**src/rtl/evr_pkg.sv**
```systemverilog
package evr_pkg;

  // block-level widths, fixed for the whole design
  localparam int ANGLE_W = 16;
  localparam int COORD_W = 18;

  localparam int CORDIC_STEPS = 16;
  localparam int CW = 34;  // cordic datapath, q2.30 with headroom
  localparam int ZW = 18;  // residual phase
  localparam int TW = 17;  // trig values, q1.15 plus sign room for -sb
  localparam logic signed [CW-1:0] ONE_GAIN = 34'sd652032875;

  function automatic logic signed [ZW-1:0] atan_phase(input int i);
    case (i)
      0: atan_phase = 18'sd8192;
      1: atan_phase = 18'sd4836;
      2: atan_phase = 18'sd2555;
      3: atan_phase = 18'sd1297;
      4: atan_phase = 18'sd651;
      5: atan_phase = 18'sd326;
      6: atan_phase = 18'sd163;
      7: atan_phase = 18'sd81;
      8: atan_phase = 18'sd41;
      9: atan_phase = 18'sd20;
      10: atan_phase = 18'sd10;
      11: atan_phase = 18'sd5;
      12: atan_phase = 18'sd3;
      13: atan_phase = 18'sd1;
      14: atan_phase = 18'sd1;
      default: atan_phase = 18'sd0;
    endcase
  endfunction

  typedef struct packed {
    logic signed [CW-1:0] x;
    logic signed [CW-1:0] y;
    logic signed [ZW-1:0] z;
    logic flip;
  } cordic_t;

  typedef struct packed {
    logic signed [TW-1:0] s;
    logic signed [TW-1:0] c;
  } trig_t;

  typedef struct packed {
    logic signed [ANGLE_W-1:0] yaw_angle;
    logic signed [ANGLE_W-1:0] pitch_angle;
    logic signed [ANGLE_W-1:0] roll_angle;
    logic signed [COORD_W-1:0] in_x;
    logic signed [COORD_W-1:0] in_y;
    logic signed [COORD_W-1:0] in_z;
  } in_t;

  typedef struct packed {
    logic signed [COORD_W-1:0] out_x;
    logic signed [COORD_W-1:0] out_y;
    logic signed [COORD_W-1:0] out_z;
  } out_t;

endpackage

```
**src/rtl/evr_sincos.sv**
```systemverilog
// pipelined cordic, one step per stage, advances on enable
module evr_sincos import evr_pkg::*; #(
  parameter int ANGLE_BITS = 16
) (
  input  logic                         clk,
  input  logic                         en,
  input  logic signed [ANGLE_BITS-1:0] angle,
  output trig_t                        trig
);

  cordic_t st [0:CORDIC_STEPS];
  cordic_t init;
  logic [15:0] ph;
  logic signed [ZW-1:0] z0;
  logic signed [CW-1:0] xr, yr;
  logic signed [CW-16:0] xs, ys;

  always_comb begin
    if (ANGLE_BITS >= 16) ph = angle[ANGLE_BITS-1 -: 16];
    else ph = 16'({angle, {(16 - ANGLE_BITS){1'b0}}});
    z0 = ZW'($signed(ph));
    init.x = ONE_GAIN;
    init.y = '0;
    init.flip = 1'b0;
    if (z0 > 18'sd16384) begin
      init.z = z0 - 18'sd32768;
      init.flip = 1'b1;
    end else if (z0 < -18'sd16384) begin
      init.z = z0 + 18'sd32768;
      init.flip = 1'b1;
    end else begin
      init.z = z0;
    end
  end

  always_ff @(posedge clk) begin
    if (en) st[0] <= init;
  end

  for (genvar i = 0; i < CORDIC_STEPS; i++) begin : g_step
    always_ff @(posedge clk) begin
      if (en) begin
        st[i+1].flip <= st[i].flip;
        if (!st[i].z[ZW-1]) begin
          st[i+1].x <= st[i].x - (st[i].y >>> i);
          st[i+1].y <= st[i].y + (st[i].x >>> i);
          st[i+1].z <= st[i].z - atan_phase(i);
        end else begin
          st[i+1].x <= st[i].x + (st[i].y >>> i);
          st[i+1].y <= st[i].y - (st[i].x >>> i);
          st[i+1].z <= st[i].z + atan_phase(i);
        end
      end
    end
  end

  always_comb begin
    xr = st[CORDIC_STEPS].flip ? -st[CORDIC_STEPS].x : st[CORDIC_STEPS].x;
    yr = st[CORDIC_STEPS].flip ? -st[CORDIC_STEPS].y : st[CORDIC_STEPS].y;
    xs = (CW-15)'((xr + 34'sd16384) >>> 15);
    ys = (CW-15)'((yr + 34'sd16384) >>> 15);
  end

  always_ff @(posedge clk) begin
    if (en) begin
      trig.c <= (xs > 32767) ? 17'sd32767 : (xs < -32768) ? -17'sd32768 : TW'(xs);
      trig.s <= (ys > 32767) ? 17'sd32767 : (ys < -32768) ? -17'sd32768 : TW'(ys);
    end
  end

endmodule

```
**config.mk**
```make
export PLATFORM = sky130hd
export DESIGN_NAME = evr_sincos
export DESIGN_NICKNAME = d
export VERILOG_FILES = /design/src/rtl/evr_pkg.sv /design/src/rtl/evr_sincos.sv
export SDC_FILE = /design/constraint.sdc
export NUM_CORES = 2
export LEC_CHECK = 0
export BUFFER_PORTS_ARGS = -buffer_cell sky130_fd_sc_hd__buf_2
export CORE_MARGIN = 2
export CORE_UTILIZATION = 60
export CTS_CLUSTER_SIZE = 16
export DETAILED_ROUTE_END_ITERATION = 7
export HOLD_SLACK_MARGIN = 0.02
export PLACE_DENSITY_LB_ADDON = 0.12
export SKIP_CTS_REPAIR_TIMING = 1
export SLEW_MARGIN = 30
export SYNTH_ARGS = -nofsm -noshare
export SYNTH_HDL_FRONTEND = slang
export SYNTH_SLANG_ARGS = --single-unit
export TNS_END_PERCENT = 100
```
**constraint.sdc**
```tcl
create_clock -name clk -period 7.8 [get_ports clk]
set_clock_uncertainty 0.15 [all_clocks]
set_input_delay 0.39 -clock clk [delete_from_list [all_inputs] [get_ports clk]]
set_output_delay 0.39 -clock clk [all_outputs]
set_load 0.01 [all_outputs]
```
==> metrics <==
final wirelength a little under 300 mm; starting density of the core between 60% and 70%; insertion delay to the later sink of the worst-skew pair 0.83 ns; classification of the worst-slack hold path in -> reg; post-detailed-route count of antenna-violating nets 0; cell family with most CP delay compound AO/OA/AOI/OAI gates; clock-pin slew of the registers on the worst-case setup and hold paths approximately 0.060 ns; Final min period ~6.4 ns; achievable frequency about 0.16 GHz; core region area ~0.18 sq mm; via-per-instance ratio 6.269; slowest cell delay on critical path about 0.70 ns; sum of negative setup slack 0 ns; Fill cells 14,900; clock sink total around 1,300; TritonCTS buffer count between 150 and 200; post-synthesis cell area around 0.11 sq mm; synthesis warning total 0; num ports 52; max capacitance violation total 0; ranking of synthesized cells by area sky130_fd_sc_hd__edfxtp_1 36%, sky130_fd_sc_hd__ha_1 13%, sky130_fd_sc_hd__xnor2_1 8.9%, sky130_fd_sc_hd__a21oi_1 5.2%, sky130_fd_sc_hd__xor2_1 4.6%; routed len/inst roughly 21 microns; setup-violating endpoint count in the final report 0; post-synth top area share 36.13%; top cells by count, synth 1,334 x sky130_fd_sc_hd__edfxtp_1, 1,184 x sky130_fd_sc_hd__ha_1, 1,148 x sky130_fd_sc_hd__a21oi_1; die footprint 0.1883 sq mm; gate count of the mapped netlist 11,470; Iter 0 DRT Violations around 7,200; DRT Pass-1 Iters 8; vias in the first global route about 85,000; total number of vias 88,670; worst-case reg-to-reg path depth 19; per-instance average area after synthesis roughly 9.7 sq um; origin of the critical flop-to-flop path st[5][65]; number of antenna violations at the first check in global routing 1; pin count of the biggest net entering global routing 138; end of the critical path st[3][86]; portion of the clock cycle consumed by the worst path in the final layout roughly four fifths; data arrival time of the worst path just under 7 ns; number of synthesized flops with an enable pin about 1,300; Buffers & Inverters on Critical Path 5; worst hold slack across all endpoints around 0.16 ns; transition time at the pin with the least slew margin around 1.0 ns; total count of max-transition violations in the final report 0; cells along the critical path dlygate4sd3_1 -> buf_12 -> buf_12 -> nand2_1 -> inv_2 -> nor2_1 -> xor2_1 -> ha_1 -> a211oi_1 -> o21ai_0 -> o31ai_1 -> o21ai_0 -> buf_4 -> a31oi_1 -> o21ai_0 -> a2111oi_0 -> o21bai_1 -> a21oi_1 -> xnor2_1; critical path launch point type input port; Stages on worst setup path 19; TritonCTS clock tree built; Synth cell types 104; Final nets 12,800; floorplan die width 433.9 microns; total routing resource utilization after global routing between 30% and 40%; RSZ-0062 raised after global routing no; overflow left after global routing 0; Required @ worst endpoint 8.22 ns; Placement Rows approximately 160; fraction of final layout cells with drive strength greater than 1 under 10%; Port Buffer Count 51; start point of the critical path en; slowest CP cell sky130_fd_sc_hd__inv_2; most frequent cell after synthesis sky130_fd_sc_hd__edfxtp_1; final number of hold-violating endpoints 0; most instantiated flip-flop cell in the synthesis netlist sky130_fd_sc_hd__edfxtp_1; first-pass GRT wire length ~460 mm; sequential area share after synthesis ~36%; Die Height ~430 microns; Layout area overhead 7.472%; RePlAce Congestion 0.9777; async set-or-reset flop fraction in the synthesized netlist 0%; Most Frequent Cell on Critical Path sky130_fd_sc_hd__o21ai_0; minimum setup slack among reg-to-reg paths ~1.4 ns; CTS H-tree lvls 4; estimated wirelength of the detail-placed design ~230 mm; Reg-to-Reg End st[6][52]; clk buf depth 3; dominant cell type by area after synthesis sky130_fd_sc_hd__edfxtp_1; run status finished clean; endpoint type of the worst setup path register; Slew Limit Headroom 32.16%; crit path kind in -> reg; largest driver fanout on the critical path approximately 140; flops & latches, synth 1,334; master cell of the clock root buffer sky130_fd_sc_hd__clkbuf_16; post-route DRC violation count 0
## how the worst min path moves through the flow
stage                    from         to  slack, ns  depth (start not counted)
global route         angle[7]   st[0][8]       0.13                          2
floorplan            st[9][0]  st[10][0]       0.25                          0
finish               angle[5]   st[0][6]       0.16                          2
CTS                  angle[9]  st[0][10]      -0.45                          1
global placement    st[15][0]  st[16][0]       0.25                          0
detailed placement   st[9][1]  st[10][1]       0.25                          0
## logic make-up (layout without fill, tap and decap cells)
logic type      count (synthesis)  after routing  share of synthesized area [%]
xor+xnor                     1709           1709                          13.50
simple gates                 2996           2996                          13.22
fa+ha+maj                    1226           1226                          14.12
buf+inv                       656            856                          2.300
compound gates               3453           3453                          19.81
other cells                     2             11                       0.006773
flops                        1334           1334                          36.13
mux                            96             96                         0.9152
## placed cells by master, fill, tap and decap left out, types with 50 or more instances in the layout
master and instances:
sky130_fd_sc_hd__edfxtp_1 1334, sky130_fd_sc_hd__ha_1 1184, sky130_fd_sc_hd__a21oi_1 1148, sky130_fd_sc_hd__xnor2_1 1132, sky130_fd_sc_hd__nor2_1 894, sky130_fd_sc_hd__nand2_1 648
sky130_fd_sc_hd__o21ai_0 645, sky130_fd_sc_hd__xor2_1 577, sky130_fd_sc_hd__a21o_1 508, sky130_fd_sc_hd__inv_1 440, sky130_fd_sc_hd__nor3_1 271, sky130_fd_sc_hd__nand3_1 205
sky130_fd_sc_hd__nand2b_1 179, sky130_fd_sc_hd__o31ai_1 159, sky130_fd_sc_hd__clkbuf_16 156, sky130_fd_sc_hd__o21a_1 154, sky130_fd_sc_hd__o21bai_1 150, sky130_fd_sc_hd__nor2b_1 146
sky130_fd_sc_hd__or3_1 109, sky130_fd_sc_hd__a211oi_1 107, sky130_fd_sc_hd__and3_1 98, sky130_fd_sc_hd__nor4_1 81, sky130_fd_sc_hd__a31oi_1 79, sky130_fd_sc_hd__o41ai_1 67
sky130_fd_sc_hd__nand4_1 67, sky130_fd_sc_hd__and2_1 60, sky130_fd_sc_hd__or4_1 54, sky130_fd_sc_hd__buf_4 54, sky130_fd_sc_hd__mux2i_1 53, sky130_fd_sc_hd__or2_2 51
sky130_fd_sc_hd__buf_2 50
## through the flow
step,cell area (sq um),worst slack [ns],cells,utilization [%]
6_report,119200,1.435,14150,65.02
5_1_grt,119200,0.8111,14140,65.02
4_1_cts,119000,1.501,14130,64.91
3_5_place_dp,113900,1.240,13850,62.17
3_3_place_gp,113900,1.338,13850,62.12
2_1_floorplan,110900,2.257,11480,-
## state kept, by name, indices dropped and copies added (netlist names)
| name | flops |
|---|---|
| st | 1300 |
| trig | 34 |
## area by class of cell
| class | instances | area, sq um | area share [%] |
|---|---|---|---|
| Clock buffer | 178 | 3986 | 3.345 |
| Inverter | 451 | 1693 | 1.421 |
| Tap cell | 2464 | 3083 | 2.587 |
| Multi-Input combinational cell | 9490 | 68340 | 57.35 |
| Sequential cell | 1334 | 40060 | 33.62 |
| Timing Repair Buffer | 128 | 954.7 | 0.8011 |
| Clock inverter | 99 | 1041 | 0.8736 |
| Antenna cell | 1 | 2.502 | 0.002100 |
## layer usage
| layer | share of wire, % | vias to the layer above | GRT usage [%] |
|---|---|---|---|
| met4 | 4.8 | 2 | 14.69 |
| li1 | - | 42880 | - |
| met1 | 42 | 42560 | 39.41 |
| met5 | 0.0064 | - | 0 |
| met3 | 5.3 | 637 | 3.884 |
| met2 | 47 | 2586 | 51.98 |
Power is left out: the tool's default activity adds up to more than one toggle a clock period on the data nets, which glitch-free logic cannot reach.
